===== src/design/b3lwf_pkg.sv =====
// ----------------------------------------------------------------------------
// b3lwf_pkg: shared types, constants and helpers for the 3x3 LUT window filter
// Widths of the fixed fields, the stage-B item descriptor and the window shift.
// ----------------------------------------------------------------------------
package b3lwf_pkg;

  localparam int DEFAULT_MAX_WIDTH = 256;

  // configuration: eight 64-bit table words at byte address 8*i
  localparam int WORD_W     = 64;
  localparam int NUM_WORDS  = 8;
  localparam int CFG_ADDR_W = 6;
  localparam int TABLE_SIZE = NUM_WORDS * WORD_W;
  localparam int IDX_W      = 9;

  // counters
  localparam int                CNT_W      = 21;
  localparam logic [CNT_W-1:0]  COUNT_CAP  = CNT_W'(1 << 20);
  localparam int                ROW_W      = 2;
  localparam int                ON_COUNT_W = 17;
  localparam logic [ON_COUNT_W-1:0] LIT_CAP = '1;

  // line entry: bit 1 upper line, bit 0 middle line
  localparam int LINE_W = 2;

  typedef enum logic {
    KIND_PROC,
    KIND_FINAL
  } item_kind_t;

  // item handed from the control stage to the window stage
  typedef struct packed {
    logic       valid;
    item_kind_t kind;
    logic       px;
    logic       bg;
    logic       ic_zero;
    logic       in_range;
    logic       row_ge1;
    logic       row_ge2;
  } item_t;

  typedef struct packed {
    logic              en;
    logic [LINE_W-1:0] data;
  } line_wr_t;

  // shift a new column (bit 2 upper, bit 1 middle, bit 0 lower) in on the right
  function automatic logic [IDX_W-1:0] shift_col(input logic [IDX_W-1:0] w,
                                                 input logic [2:0] col);
    shift_col = {w[7:6], col[2], w[4:3], col[1], w[1:0], col[0]};
  endfunction

endpackage


===== src/design/b3lwf_if.sv =====
// ----------------------------------------------------------------------------
// b3lwf_if: stream channels of the 3x3 LUT window filter
// Raster input channel and result output channel, valid/ready handshake.
// ----------------------------------------------------------------------------
interface b3lwf_raster_if;
  logic valid;
  logic ready;
  logic op;
  logic pixel_in;
  logic row_end;
  logic frame_end;

  modport source(output valid, op, pixel_in, row_end, frame_end, input ready);
  modport sink(input valid, op, pixel_in, row_end, frame_end, output ready);
endinterface

interface b3lwf_result_if;
  logic                              valid;
  logic                              ready;
  logic                              pixel_out;
  logic [b3lwf_pkg::ON_COUNT_W-1:0]  on_count;
  logic                              frame_last;

  modport source(output valid, pixel_out, on_count, frame_last, input ready);
  modport sink(input valid, pixel_out, on_count, frame_last, output ready);
endinterface


===== src/design/b3lwf_ram.sv =====
// ----------------------------------------------------------------------------
// b3lwf_ram: generic simple dual-port RAM
// One write port, one read port, read data registered.
// ----------------------------------------------------------------------------
module b3lwf_ram #(
  parameter int WIDTH = 2,
  parameter int DEPTH = 256,
  localparam int AW = $clog2(DEPTH)
) (
  input  logic             clk,
  input  logic             we,
  input  logic [AW-1:0]    waddr,
  input  logic [WIDTH-1:0] wdata,
  input  logic             re,
  input  logic [AW-1:0]    raddr,
  output logic [WIDTH-1:0] rdata
);

  logic [WIDTH-1:0] mem [DEPTH];

  always_ff @(posedge clk) begin
    if (we) begin
      mem[waddr] <= wdata;
    end
    if (re) begin
      rdata <= mem[raddr];
    end
  end

endmodule


===== src/design/b3lwf_regs.sv =====
// ----------------------------------------------------------------------------
// b3lwf_regs: APB register file holding the 512-entry lookup table
// Eight 64-bit words; bit j of word k is table entry 64*k+j.
// ----------------------------------------------------------------------------
module b3lwf_regs (
  input  logic                                clk,
  input  logic                                rst,
  input  logic                                psel,
  input  logic                                penable,
  input  logic                                pwrite,
  input  logic [b3lwf_pkg::CFG_ADDR_W-1:0]    paddr,
  input  logic [b3lwf_pkg::WORD_W-1:0]        pwdata,
  output logic [b3lwf_pkg::WORD_W-1:0]        prdata,
  output logic                                pready,
  output logic [b3lwf_pkg::TABLE_SIZE-1:0]    lut
);
  import b3lwf_pkg::*;

  logic [WORD_W-1:0] words [NUM_WORDS];
  logic [2:0]        sel;

  assign sel    = paddr[CFG_ADDR_W-1:3];
  assign pready = 1'b1;
  assign prdata = words[sel];

  always_ff @(posedge clk) begin
    if (rst) begin
      for (int k = 0; k < NUM_WORDS; k++) begin
        words[k] <= '0;
      end
    end else if (psel && penable && pwrite) begin
      words[sel] <= pwdata;
    end
  end

  always_comb begin
    for (int k = 0; k < NUM_WORDS; k++) begin
      lut[k*WORD_W +: WORD_W] = words[k];
    end
  end

endmodule


===== src/design/b3lwf_ctrl.sv =====
// ----------------------------------------------------------------------------
// b3lwf_ctrl: raster tracking, line RAM access and flush sequencing
// Accepts beats, issues line reads, forwards same-entry writes, clears RAM.
// ----------------------------------------------------------------------------
module b3lwf_ctrl #(
  parameter int MAX_WIDTH = b3lwf_pkg::DEFAULT_MAX_WIDTH,
  localparam int AW = $clog2(MAX_WIDTH)
) (
  input  logic                              clk,
  input  logic                              rst,
  b3lwf_raster_if.sink                      raster,
  input  logic [1:0]                        table_ends,  // [0] entry 0, [1] entry 511
  input  logic                              advance,
  input  b3lwf_pkg::line_wr_t               line_wr,
  input  logic [b3lwf_pkg::LINE_W-1:0]      ram_rdata,
  output logic                              ram_re,
  output logic [AW-1:0]                     ram_raddr,
  output logic                              ram_we,
  output logic [AW-1:0]                     ram_waddr,
  output logic [b3lwf_pkg::LINE_W-1:0]      ram_wdata,
  output b3lwf_pkg::item_t                  item,
  output logic [b3lwf_pkg::LINE_W-1:0]      line_data
);
  import b3lwf_pkg::*;

  logic [CNT_W-1:0]  column_count, column_count_next;
  logic [CNT_W-1:0]  learned_width, learned_width_next;
  logic [ROW_W-1:0]  row_count, row_count_next;
  logic              background, background_next;
  logic              flushing, flushing_next;
  logic              clearing;
  logic [AW-1:0]     clr_addr;
  logic [AW-1:0]     b_addr;
  logic              fwd;
  logic [LINE_W-1:0] fwd_data;
  logic              accept;
  item_t             item_next;

  assign raster.ready = !clearing && advance;
  assign accept       = raster.valid && raster.ready;

  assign ram_re    = accept;
  assign ram_raddr = column_count[AW-1:0];
  assign ram_we    = clearing || line_wr.en;
  assign ram_waddr = clearing ? clr_addr : b_addr;
  assign ram_wdata = clearing ? '0 : line_wr.data;
  assign line_data = fwd ? fwd_data : ram_rdata;

  always_comb begin
    column_count_next  = column_count;
    learned_width_next = learned_width;
    row_count_next     = row_count;
    background_next    = background;
    flushing_next      = flushing;

    item_next          = '0;
    item_next.kind     = KIND_PROC;
    item_next.bg       = background;
    item_next.px       = raster.pixel_in;
    item_next.ic_zero  = (column_count == '0);
    item_next.in_range = (column_count < CNT_W'(MAX_WIDTH));
    item_next.row_ge1  = (row_count != '0);
    item_next.row_ge2  = row_count[1];

    if (accept) begin
      if (flushing) begin
        item_next.valid = 1'b1;
        if (column_count < learned_width) begin
          // flush column: background stands in for the missing lower row
          item_next.px      = background;
          column_count_next = column_count + 1'b1;
        end else begin
          item_next.kind    = KIND_FINAL;
          background_next   = background ? table_ends[1] : table_ends[0];
          column_count_next = '0;
          row_count_next    = '0;
          flushing_next     = 1'b0;
        end
      end else if (!raster.op) begin
        item_next.valid = 1'b1;
        if (raster.row_end || raster.frame_end) begin
          learned_width_next = column_count + 1'b1;
          row_count_next     = row_count[1] ? row_count : row_count + 1'b1;
          column_count_next  = '0;
          if (raster.frame_end) begin
            flushing_next = 1'b1;
          end
        end else if (column_count < COUNT_CAP) begin
          column_count_next = column_count + 1'b1;
        end
      end
    end
  end

  always_ff @(posedge clk) begin
    if (rst) begin
      column_count  <= '0;
      learned_width <= '0;
      row_count     <= '0;
      background    <= 1'b0;
      flushing      <= 1'b0;
      clearing      <= 1'b1;
      clr_addr      <= '0;
      item          <= '0;
      fwd           <= 1'b0;
    end else begin
      column_count  <= column_count_next;
      learned_width <= learned_width_next;
      row_count     <= row_count_next;
      background    <= background_next;
      flushing      <= flushing_next;
      if (clearing) begin
        clr_addr <= clr_addr + 1'b1;
        if (clr_addr == AW'(MAX_WIDTH - 1)) begin
          clearing <= 1'b0;
        end
      end
      if (advance) begin
        item <= item_next;
      end
      if (accept) begin
        // write in flight to the entry being read: take its data instead
        fwd <= line_wr.en && (b_addr == ram_raddr);
      end
    end
  end

  always_ff @(posedge clk) begin
    if (accept) begin
      b_addr   <= ram_raddr;
      fwd_data <= line_wr.data;
    end
  end

endmodule


===== src/design/b3lwf_window.sv =====
// ----------------------------------------------------------------------------
// b3lwf_window: 3x3 window, table lookup, lit count and result register
// Builds the column from line data, updates the window, writes lines back.
// ----------------------------------------------------------------------------
module b3lwf_window (
  input  logic                              clk,
  input  logic                              rst,
  input  b3lwf_pkg::item_t                  item,
  input  logic [b3lwf_pkg::LINE_W-1:0]      line_data,
  input  logic [b3lwf_pkg::TABLE_SIZE-1:0]  lut,
  output logic                              advance,
  output b3lwf_pkg::line_wr_t               line_wr,
  b3lwf_result_if.source                    result
);
  import b3lwf_pkg::*;

  logic [IDX_W-1:0]      window, window_next;
  logic [ON_COUNT_W-1:0] lit_total, lit_next;
  logic [IDX_W-1:0]      emit_idx;
  logic                  emit;
  logic                  bit_out;
  logic                  top, mid;
  logic [2:0]            col, bg_col;
  logic                  last;

  assign advance = !result.valid || result.ready;

  always_comb begin
    top    = (item.in_range && item.row_ge2) ? line_data[1] : item.bg;
    mid    = (item.in_range && item.row_ge1) ? line_data[0] : item.bg;
    col    = {top, mid, item.px};
    bg_col = {3{item.bg}};
    last   = 1'b0;

    if (item.kind == KIND_FINAL) begin
      emit_idx    = shift_col(window, bg_col);
      emit        = 1'b1;
      last        = 1'b1;
      window_next = '0;
    end else if (item.ic_zero) begin
      // new row: close the previous row's last pixel, restart from background
      emit_idx    = shift_col(window, bg_col);
      emit        = item.row_ge2;
      window_next = shift_col({IDX_W{item.bg}}, col);
    end else begin
      window_next = shift_col(window, col);
      emit_idx    = window_next;
      emit        = item.row_ge1;
    end

    bit_out  = lut[emit_idx];
    lit_next = (bit_out && (lit_total < LIT_CAP)) ? lit_total + 1'b1 : lit_total;

    line_wr.en   = item.valid && advance && (item.kind == KIND_PROC) && item.in_range;
    line_wr.data = {mid, item.px};
  end

  always_ff @(posedge clk) begin
    if (rst) begin
      window       <= '0;
      lit_total    <= '0;
      result.valid <= 1'b0;
    end else if (advance) begin
      result.valid <= item.valid && emit;
      if (item.valid) begin
        window <= window_next;
        if (emit) begin
          lit_total <= last ? '0 : lit_next;
        end
      end
    end
  end

  always_ff @(posedge clk) begin
    if (advance && item.valid && emit) begin
      result.pixel_out  <= bit_out;
      result.on_count   <= lit_next;
      result.frame_last <= last;
    end
  end

endmodule


===== src/design/binary_3x3_lut_window_filter_top.sv =====
// ----------------------------------------------------------------------------
// binary_3x3_lut_window_filter_top: 3x3 lookup-table filter on a 1-bit raster
// Line RAM, raster control, window datapath and APB table registers.
// ----------------------------------------------------------------------------
// Takes one raster beat per clock unless results stall, returns one filtered
// pixel per pixel, lagging by width+1 beats, so each frame is followed by
// width+1 flush beats (op=1 while not flushing is dropped; any beat while
// flushing acts as flush). An accepted beat passes through the line RAM
// read and the item register, then the window/lookup stage into the result
// register. The 3x3 index has the top-left pixel as bit 8; outside the
// frame the background bit is used, and at frame end the background
// becomes table[background ? 511 : 0]. on_count counts lit results in the
// frame and saturates; frame_last marks the frame's final result. Rows
// beyond MAX_WIDTH columns are not buffered there (reads give the background).
// After reset the line RAM is cleared entry by entry; no beat is taken
// during that pass, table writes are. Write the table only while idle.
// ----------------------------------------------------------------------------
module binary_3x3_lut_window_filter_top #(
  parameter int MAX_WIDTH = b3lwf_pkg::DEFAULT_MAX_WIDTH
) (
  input  logic                              clk,
  input  logic                              rst,
  b3lwf_raster_if.sink                      raster,
  b3lwf_result_if.source                    result,
  input  logic                              psel,
  input  logic                              penable,
  input  logic                              pwrite,
  input  logic [b3lwf_pkg::CFG_ADDR_W-1:0]  paddr,
  input  logic [b3lwf_pkg::WORD_W-1:0]      pwdata,
  output logic [b3lwf_pkg::WORD_W-1:0]      prdata,
  output logic                              pready
);
  import b3lwf_pkg::*;

  localparam int AW = $clog2(MAX_WIDTH);

  logic [TABLE_SIZE-1:0] lut;
  logic                  advance;
  line_wr_t              line_wr;
  item_t                 item;
  logic [LINE_W-1:0]     line_data;

  // line RAM port
  logic                  ram_re, ram_we;
  logic [AW-1:0]         ram_raddr, ram_waddr;
  logic [LINE_W-1:0]     ram_wdata, ram_rdata;

  b3lwf_regs u_regs (
    .clk     (clk),
    .rst     (rst),
    .psel    (psel),
    .penable (penable),
    .pwrite  (pwrite),
    .paddr   (paddr),
    .pwdata  (pwdata),
    .prdata  (prdata),
    .pready  (pready),
    .lut     (lut)
  );

  // upper and middle line share one entry per column
  b3lwf_ram #(
    .WIDTH (LINE_W),
    .DEPTH (MAX_WIDTH)
  ) u_line_ram (
    .clk   (clk),
    .we    (ram_we),
    .waddr (ram_waddr),
    .wdata (ram_wdata),
    .re    (ram_re),
    .raddr (ram_raddr),
    .rdata (ram_rdata)
  );

  b3lwf_ctrl #(
    .MAX_WIDTH (MAX_WIDTH)
  ) u_ctrl (
    .clk        (clk),
    .rst        (rst),
    .raster     (raster),
    .table_ends ({lut[TABLE_SIZE-1], lut[0]}),
    .advance    (advance),
    .line_wr    (line_wr),
    .ram_rdata  (ram_rdata),
    .ram_re     (ram_re),
    .ram_raddr  (ram_raddr),
    .ram_we     (ram_we),
    .ram_waddr  (ram_waddr),
    .ram_wdata  (ram_wdata),
    .item       (item),
    .line_data  (line_data)
  );

  b3lwf_window u_window (
    .clk       (clk),
    .rst       (rst),
    .item      (item),
    .line_data (line_data),
    .lut       (lut),
    .advance   (advance),
    .line_wr   (line_wr),
    .result    (result)
  );

endmodule

===== src/flat_wrapper.sv =====
// flat-port wrapper written by rule: the top's interface ports become plain ports
module binary_3x3_lut_window_filter_top_flat import b3lwf_pkg::*;
#(
  parameter int MAX_WIDTH = b3lwf_pkg::DEFAULT_MAX_WIDTH
)
  (clk, rst, psel, penable, pwrite, paddr, pwdata, prdata, pready, raster_valid, raster_op, raster_pixel_in, raster_row_end, raster_frame_end, raster_ready, result_valid, result_pixel_out, result_on_count, result_frame_last, result_ready);
  b3lwf_raster_if raster_i ();
  b3lwf_result_if result_i ();
  input  logic clk;
  input  logic rst;
  input  logic psel;
  input  logic penable;
  input  logic pwrite;
  input  logic [b3lwf_pkg::CFG_ADDR_W-1:0] paddr;
  input  logic [b3lwf_pkg::WORD_W-1:0] pwdata;
  output logic [b3lwf_pkg::WORD_W-1:0] prdata;
  output logic pready;
  input wire logic [$bits(raster_i.valid)-1:0] raster_valid;
  input wire logic [$bits(raster_i.op)-1:0] raster_op;
  input wire logic [$bits(raster_i.pixel_in)-1:0] raster_pixel_in;
  input wire logic [$bits(raster_i.row_end)-1:0] raster_row_end;
  input wire logic [$bits(raster_i.frame_end)-1:0] raster_frame_end;
  output wire logic [$bits(raster_i.ready)-1:0] raster_ready;
  output wire logic [$bits(result_i.valid)-1:0] result_valid;
  output wire logic [$bits(result_i.pixel_out)-1:0] result_pixel_out;
  output wire logic [$bits(result_i.on_count)-1:0] result_on_count;
  output wire logic [$bits(result_i.frame_last)-1:0] result_frame_last;
  input wire logic [$bits(result_i.ready)-1:0] result_ready;
  assign raster_i.valid = raster_valid;
  assign raster_i.op = raster_op;
  assign raster_i.pixel_in = raster_pixel_in;
  assign raster_i.row_end = raster_row_end;
  assign raster_i.frame_end = raster_frame_end;
  assign raster_ready = raster_i.ready;
  assign result_valid = result_i.valid;
  assign result_pixel_out = result_i.pixel_out;
  assign result_on_count = result_i.on_count;
  assign result_frame_last = result_i.frame_last;
  assign result_i.ready = result_ready;
  binary_3x3_lut_window_filter_top #(.MAX_WIDTH(MAX_WIDTH)) u_core (.clk(clk), .rst(rst), .raster(raster_i), .result(result_i), .psel(psel), .penable(penable), .pwrite(pwrite), .paddr(paddr), .pwdata(pwdata), .prdata(prdata), .pready(pready));
endmodule

===== config.mk =====
export PLATFORM = sky130hd
export DESIGN_NAME = binary_3x3_lut_window_filter_top_flat
export DESIGN_NICKNAME = d
export VERILOG_FILES = /design/src/design/b3lwf_pkg.sv /design/src/design/b3lwf_if.sv /design/src/design/b3lwf_ram.sv /design/src/design/b3lwf_regs.sv /design/src/design/b3lwf_ctrl.sv /design/src/design/b3lwf_window.sv /design/src/design/binary_3x3_lut_window_filter_top.sv /design/src/flat_wrapper.sv
export SDC_FILE = /design/constraint.sdc
export NUM_CORES = 2
export LEC_CHECK = 0
export BUFFER_PORTS_ARGS = -buffer_cell sky130_fd_sc_hd__buf_2
export CAP_MARGIN = 20
export CORE_UTILIZATION = 50
export CTS_BUF_LIST = sky130_fd_sc_hd__clkbuf_16
export DETAILED_ROUTE_END_ITERATION = 16
export PLACE_DENSITY = 0.63
export SETUP_SLACK_MARGIN = 0.02
export SKIP_CTS_REPAIR_TIMING = 1
export SLEW_MARGIN = 30
export SYNTH_ARGS = -nofsm -noshare
export SYNTH_HDL_FRONTEND = slang
export SYNTH_SLANG_ARGS = --single-unit

===== constraint.sdc =====
create_clock -name clk -period 13 [get_ports clk]
set_input_delay 1.95 -clock clk [delete_from_list [all_inputs] [get_ports clk]]
set_output_delay 1.95 -clock clk [all_outputs]
set_load 0.02 [all_outputs]

* Word level (Yosys, flattened, before mapping)
Memories as Yosys holds them, arrays and structs flattened. A register that Yosys moved wholly into a read port is not among the register bits. Cells that the tools add are included.
Storage, ports and cells: bits in registers 119, RAM bits 1024, bits of input ports 81, output and inout port bits 86, word-level logic and storage cells 125, memories kept 2
Memories:
- u_core.u_line_ram.mem | words 256, bits a word 2, rd ports 1, clocked after Yosys merged registers in 1, wr ports 1, RTL line b3lwf_ram.sv:19 | logic [WIDTH-1:0] mem [DEPTH];
- u_core.u_regs.words | words 8, bits a word 64, rd ports 9, clocked after Yosys merged registers in 0, wr ports 8, RTL line b3lwf_regs.sv:19 | logic [WORD_W-1:0] words [NUM_WORDS];
Cells by class: $add $sub $neg 4, magnitude comparators 5, eq/ne operators 5, muxes and demuxes 50, bitwise operators 4, reductions and logical operators 30
Operators with widths (number):
- $mux 21 | 5
- $mux 64 | 1
- $reduce_or 64->1 | 1
- $mux 17 | 2
- $mux 1 | 26
- $mux 8 | 3
- $add 21x1->21 const B | 1
- $logic_not 21->1 | 1
- $lt 21x21->1 | 1
- $lt 21x21->1 const B | 1
- $lt 21x9->1 const B | 1
- $add 17x1->17 const B | 1
- $lt 17x17->1 const B | 1
- $mux 2 | 8
- $mux 7 | 2
- $logic_and 1x1->1 | 13
- $lt 9x10->1 const B | 1
- $bmux 1 s9 | 1
- $reduce_and 3->1 | 3
- $add 8x1->8 const B | 1
- $eq 8x8->1 | 1
- $eq 8x8->1 const B | 1
- $reduce_and 4->1 | 2
- $mux 3 | 2
- 10 further kinds | 18

* Logic depth before layout (Yosys ltp)
depth after elaboration 9, depth in mapped cells 18, mapped depth without buffers 13

* Modules after synthesis
Synthesis repeated with hierarchy kept, for this count alone.
Second synthesis, totals: cells, all modules 3743, area total of the unflattened synthesis 55142.9 um2
By module, submodules not included:
- b3lwf_regs | instances 1, cells each 1388, area an instance 22823.1 um2, sequential area each 15374.7 um2
- b3lwf_ram | instances 1, cells each 1242, area an instance 21401.8 um2, sequential area each 15434.8 um2
- b3lwf_window | instances 1, cells each 650, area an instance 6785.3 um2, sequential area each 1051.0 um2
- b3lwf_ctrl | instances 1, cells each 463, area an instance 4132.7 um2, sequential area each 1581.5 um2

* Worst setup path after synthesis
Ideal clock, no wire load.
kind reg2reg, start point register, netlist name u_core.u_ctrl.item[4], end point memory u_core.u_line_ram.mem[0][1] (data pin), data arrival time 7.129 ns, data required time 11.539 ns, setup slack 4.409 ns, cell stages (with the launch flop) 4, buffers on the path 1, cells stage by stage dfxtp_1 > clkbuf_1 > mux2_2 > nor2b_1
Between the ends: cells in the longest elaborated chain, start to end 2
Ends and longest elaborated chain:
- $mux 1 | RTL line b3lwf_window.sv:30 | mid = (item.in_range && item.row_ge1) ? line_data[0] : item.bg;
- net u_core.u_window.mid | RTL line b3lwf_window.sv:22 | logic top, mid;
- $mux 2 | RTL line b3lwf_ctrl.sv:46 | assign ram_wdata = clearing ? '0 : line_wr.data;
- net u_core.ram_wdata[1] | RTL line binary_3x3_lut_window_filter_top.sv:46 | logic [LINE_W-1:0] ram_wdata, ram_rdata;
- end, declared | RTL line b3lwf_ram.sv:19
The timed path passes the listed nets, and every way through them passes these cells.

* Final worst setup path
start point input port paddr[4] (netlist bit), end point output port prdata[18] (netlist bit)
Between the ends: cells in the longest elaborated chain, start to end 1
Ends and longest elaborated chain:
- start, declared | RTL line flat_wrapper.sv:14 | input logic [b3lwf_pkg::CFG_ADDR_W-1:0] paddr;
- $mem_v2 8x64
- end, declared | RTL line flat_wrapper.sv:16 | output logic [b3lwf_pkg::WORD_W-1:0] prdata;
No other way between the ends.

==> impl_metrics.sql <==
INSERT INTO impl_metrics (metric_group, metric, value, unit) VALUES
('status', 'outcome', 'complete, no violations', ''),
('pwr', 'leakage', '20.39', 'nW'),
('timing', 'rsz0062_at_grt', 'false', ''),
('detailed_routing', 'drc_errors', '0', ''),
('timing', 'setup_viol', '0', ''),
('floorplan', 'core_area', '0.1053', 'mm²'),
('hold_path', 'min_path_type', 'flop to flop', ''),
('flow_run', 'max_cap_viol_count', '0', ''),
('detailed_routing', 'avgViaCountPerCell', '6.411', ''),
('finish', 'mostFrequentLayoutCell', 'sky130_fd_sc_hd__edfxtp_1', ''),
('global_route', 'gr-usage-all-layers', '0.2832', ''),
('hold_path', 'hold_path_depth', '2', ''),
('floorplan', 'pin_count', '167', ''),
('yosys', 'synth-seq-area-share', '0.6301', ''),
('floorplan', 'core.rowCount', '119', ''),
('clock_tree', 'cts_made_buffers', '118', ''),
('detailed_routing', 'route.antenna.remaining_nets', '0', ''),
('clock_tree', 'clockRootBuffer', 'sky130_fd_sc_hd__clkbuf_16', ''),
('yosys', 'synth_area_leader_cell', 'sky130_fd_sc_hd__edfxtp_1', ''),
('detailed_routing', 'route.detailed.wl_per_inst', '28.94', 'µm'),
('place', 'dp.final_hpwl', '90.96', 'mm'),
('yosys', 'netlist_instances', '3714', ''),
('finish', 'post_route_cells_drive_above_1_share', '0.1917', ''),
('timing', 'final-hold-violation-count', '0', ''),
('clock_tree', 'path_clk_slew', '60', 'ps'),
('global_route', 'grt_start_max_net_pins', '139', ''),
('finish', 'area_growth', '11.25', '%'),
('pwr', 'power.total', '0.007832', 'W'),
('finish', 'fill_cell_instance_count_of_the_final_layout', '8362', ''),
('yosys', 'synth_enable_flop_cells', '1055', ''),
('yosys', 'post_synth_instance_area', '0.05307', 'mm²'),
('pwr', 'powerDensity', '132.7', 'mW/mm²'),
('yosys', 'synthesis.area_per_instance', '14.29', 'µm²'),
('setup_path', 'endpoint_type_of_the_worst_setup_path', 'output port', ''),
('yosys', 'unique_masters_post_synth', '82', ''),
('setup_path', 'critical_path_rt', '11050', 'ps'),
('floorplan', 'dieArea', '0.1075', 'mm²'),
('yosys', 'synth_top_cell_area_share', '0.5969', ''),
('global_route', 'first_global_vias', '33040', ''),
('setup_path', 'crit_arrival', '4470', 'ps'),
('timing', 'worst_clock_skew', '25.67', 'ps'),
('setup_path', 'worstSetupPathType', 'input port to output port', ''),
('global_route', 'globalRouteOverflowTotal', '0', ''),
('timing', 'report.final.slew_viol_count', '0', ''),
('floorplan', 'fp.dieH', '327.8', 'µm'),
('timing', 'period_needed', '6420', 'ps'),
('finish', 'final_nets', '3890', ''),
('setup_path', 'critical_path_peak_fanout', '58', ''),
('global_route', 'antenna_violations_before_repair', '19', ''),
('pwr', 'peakVddDrop', '0.1278', 'mV'),
('detailed_routing', 'detailedRoute.firstIterationViolations', '4026', ''),
('yosys', 'synth_ff_type', 'sky130_fd_sc_hd__edfxtp_1', ''),
('clock_tree', 'clock-sinks', '1143', ''),
('clock_tree', 'tritoncts', 'done', ''),
('timing', 'tightest_slew', '1053', 'ps'),
('yosys', 'synth_top_cells_by_area', 'sky130_fd_sc_hd__edfxtp_1 60%, sky130_fd_sc_hd__mux4_2 12%, sky130_fd_sc_hd__and2_1 6.2%', ''),
('timing', 'final.period_utilization', '0.4938', ''),
('timing', 'clock.fmax', '155.8', 'MHz'),
('clock_tree', 'clkLatencyLatePin', '710', 'ps'),
('timing', 'setup-tns-final', '0', 'ps'),
('timing', 'slew_headroom', '0.2980', ''),
('detailed_routing', 'detailedRoute.firstPassIterationCount', '5', ''),
('setup_path', 'cp-start-kind', 'input port', ''),
('detailed_routing', 'postRouteWirelength', '152.9', 'mm'),
('global_route', 'global_route_wire_length_before_repair', '223.0', 'mm'),
('floorplan', 'fp.dieW', '327.8', 'µm'),
('place', 'globalplace.congestion', '0.8930', ''),
('floorplan', 'starting_density_of_the_core', '0.5042', ''),
('setup_path', 'worstRegToRegCells', '13', ''),
('clock_tree', 'clock_path_buffers', '3', ''),
('yosys', 'synth.yosys.warnings', '0', ''),
('yosys', 'syn_nets', '3819', ''),
('clock_tree', 'clock_tree.htree_level_count', '3', ''),
('finish', 'mostFrequentLayoutCells', '1,055 x sky130_fd_sc_hd__edfxtp_1, 522 x sky130_fd_sc_hd__and2_1, 364 x sky130_fd_sc_hd__nor2_1, 275 x sky130_fd_sc_hd__a22oi_1, 275 x sky130_fd_sc_hd__mux4_2', ''),
('yosys', 'asyncSetResetFlopFracSynth', '0', ''),
('detailed_routing', 'vias', '33870', ''),
('place', 'place.port_buffers', '162', ''),
('yosys', 'synth.ff_latch_count', '1143', '');
registers in the layout, summed over array words and instances (netlist names), 2 cells and up:
register                         flops
u_core.u_line_ram.mem              512
u_core.u_window.lit_total           17
u_core.u_ctrl.clr_addr               8
u_core.u_ctrl.column_count          21
u_core.u_window.window               6
u_core.u_ctrl.learned_width         21
u_core.u_ctrl.row_count              2
u_core.u_regs.words                512
u_core.u_ctrl.item                   8
u_core.u_line_ram.rdata              2
u_core.u_ctrl.fwd_data               2
u_core.u_window.result.on_count     17
u_core.u_ctrl.b_addr                 8
cell type report:
cell class,instances,area [µm²],area share
Sequential cell,1143,33460,0.5667
Timing Repair Buffer,239,1563,0.02647
Tap cell,1391,1740,0.02948
Inverter,46,175.2,0.002967
Clock buffer,121,3028,0.05128
Clock inverter,95,699.4,0.01185
Multi-Input combinational cell,2237,18350,0.3109
Antenna cell,10,25.02,0.0004238
cell families (layout without fill, tap and decap cells):
| kind of cell | after synthesis | after routing | synth area share |
|---|---|---|---|
| AO/OA/AOI/OAI | 491 | 491 | 0.06726 |
| multiplexers | 325 | 325 | 0.1280 |
| buffers and inverters | 334 | 501 | 0.02713 |
| adder cells (fa/ha/maj) | 24 | 24 | 0.005658 |
| XOR/XNOR | 49 | 49 | 0.008086 |
| AND/OR/NAND/NOR | 1347 | 1347 | 0.1337 |
| flip-flops | 1143 | 1143 | 0.6301 |
| other | 1 | 11 | 0.00007066 |
metal layers:
| layer | up-vias | share of wire | GRT usage |
|---|---|---|---|
| met4 | 16 | 0.040 | 0.1097 |
| met1 | 17260 | 0.39 | 0.3769 |
| met5 | - | 0.00065 | 0 |
| met2 | 1780 | 0.48 | 0.4616 |
| li1 | 14460 | - | - |
| met3 | 352 | 0.089 | 0.05465 |
critical path, cell delays in order:
cell and delay, ps:
sky130_fd_sc_hd__buf_2 190, sky130_fd_sc_hd__nor3b_2 620, sky130_fd_sc_hd__buf_4 870, sky130_fd_sc_hd__a22oi_1 190
sky130_fd_sc_hd__nand4_1 370, sky130_fd_sc_hd__buf_2 240
synth_stat cells, types with 5 or more instances:
library cell / n
sky130_fd_sc_hd__o22ai_1: 12
sky130_fd_sc_hd__inv_1: 45
sky130_fd_sc_hd__nor2_1: 373
sky130_fd_sc_hd__nand3_1: 49
sky130_fd_sc_hd__o32ai_1: 8
sky130_fd_sc_hd__o21ai_0: 33
sky130_fd_sc_hd__mux2_2: 12
sky130_fd_sc_hd__or2_2: 10
sky130_fd_sc_hd__edfxtp_1: 1055
sky130_fd_sc_hd__buf_1: 25
sky130_fd_sc_hd__nor2b_1: 8
sky130_fd_sc_hd__a211oi_1: 26
sky130_fd_sc_hd__o211ai_1: 9
sky130_fd_sc_hd__nor3b_1: 7
sky130_fd_sc_hd__buf_6: 8
sky130_fd_sc_hd__or4_1: 9
sky130_fd_sc_hd__a21oi_1: 36
sky130_fd_sc_hd__and3_1: 17
sky130_fd_sc_hd__a22o_1: 8
sky130_fd_sc_hd__mux4_2: 275
sky130_fd_sc_hd__nand4_1: 83
sky130_fd_sc_hd__ha_1: 24
sky130_fd_sc_hd__clkbuf_1: 232
sky130_fd_sc_hd__nor3_1: 30
sky130_fd_sc_hd__mux2i_1: 32
sky130_fd_sc_hd__a311oi_1: 7
sky130_fd_sc_hd__a22oi_1: 275
sky130_fd_sc_hd__nand3b_1: 11
sky130_fd_sc_hd__xnor2_1: 30
sky130_fd_sc_hd__nand2_1: 169
sky130_fd_sc_hd__a21o_1: 10
sky130_fd_sc_hd__a31oi_1: 23
sky130_fd_sc_hd__and2_1: 522
sky130_fd_sc_hd__xor2_1: 19
sky130_fd_sc_hd__mux4_1: 5
sky130_fd_sc_hd__dfxtp_1: 88
sky130_fd_sc_hd__nand2b_1: 19
sky130_fd_sc_hd__buf_2: 13
sky130_fd_sc_hd__nor4_1: 13
metrics by stage:
step                utilization  cell area [µm²]  std cells  worst slack [ps]  hold slack (ps)
floorplan                     -            53070       3714              4409            432.3
global placement         0.5230            55060       5049              6646            472.3
detailed placement       0.5246            55230       5054              6648            470.9
CTS                      0.5600            58950       5270              6657            479.5
global route             0.5607            59030       5276              6533            501.5
finish                   0.5609            59040       5282              6580            483.1
power by group:
group / total [W] / switching [W] / internal [W]
clock: 0.00329 / 0.00142 / 0.00187
sequential: 0.00414 / 0.0000643 / 0.00408
combinational: 0.000401 / 0.000273 / 0.000128
total: 0.00783 / 0.00175 / 0.00608
final timing paths:
check	to	slack, ps	start
worst min register to register	u_core.u_ctrl.item[7]	480	u_core.u_ctrl.item[7]
worst min-delay path	u_core.u_ctrl.item[7]	480	u_core.u_ctrl.item[7]
worst max register to register	u_core.u_window.result.on_count[3]	7300	u_core.u_ctrl.item[3]
worst max-delay path	prdata[18]	6580	paddr[4]
No activity file was read; power rests on OpenSTA's default activity.
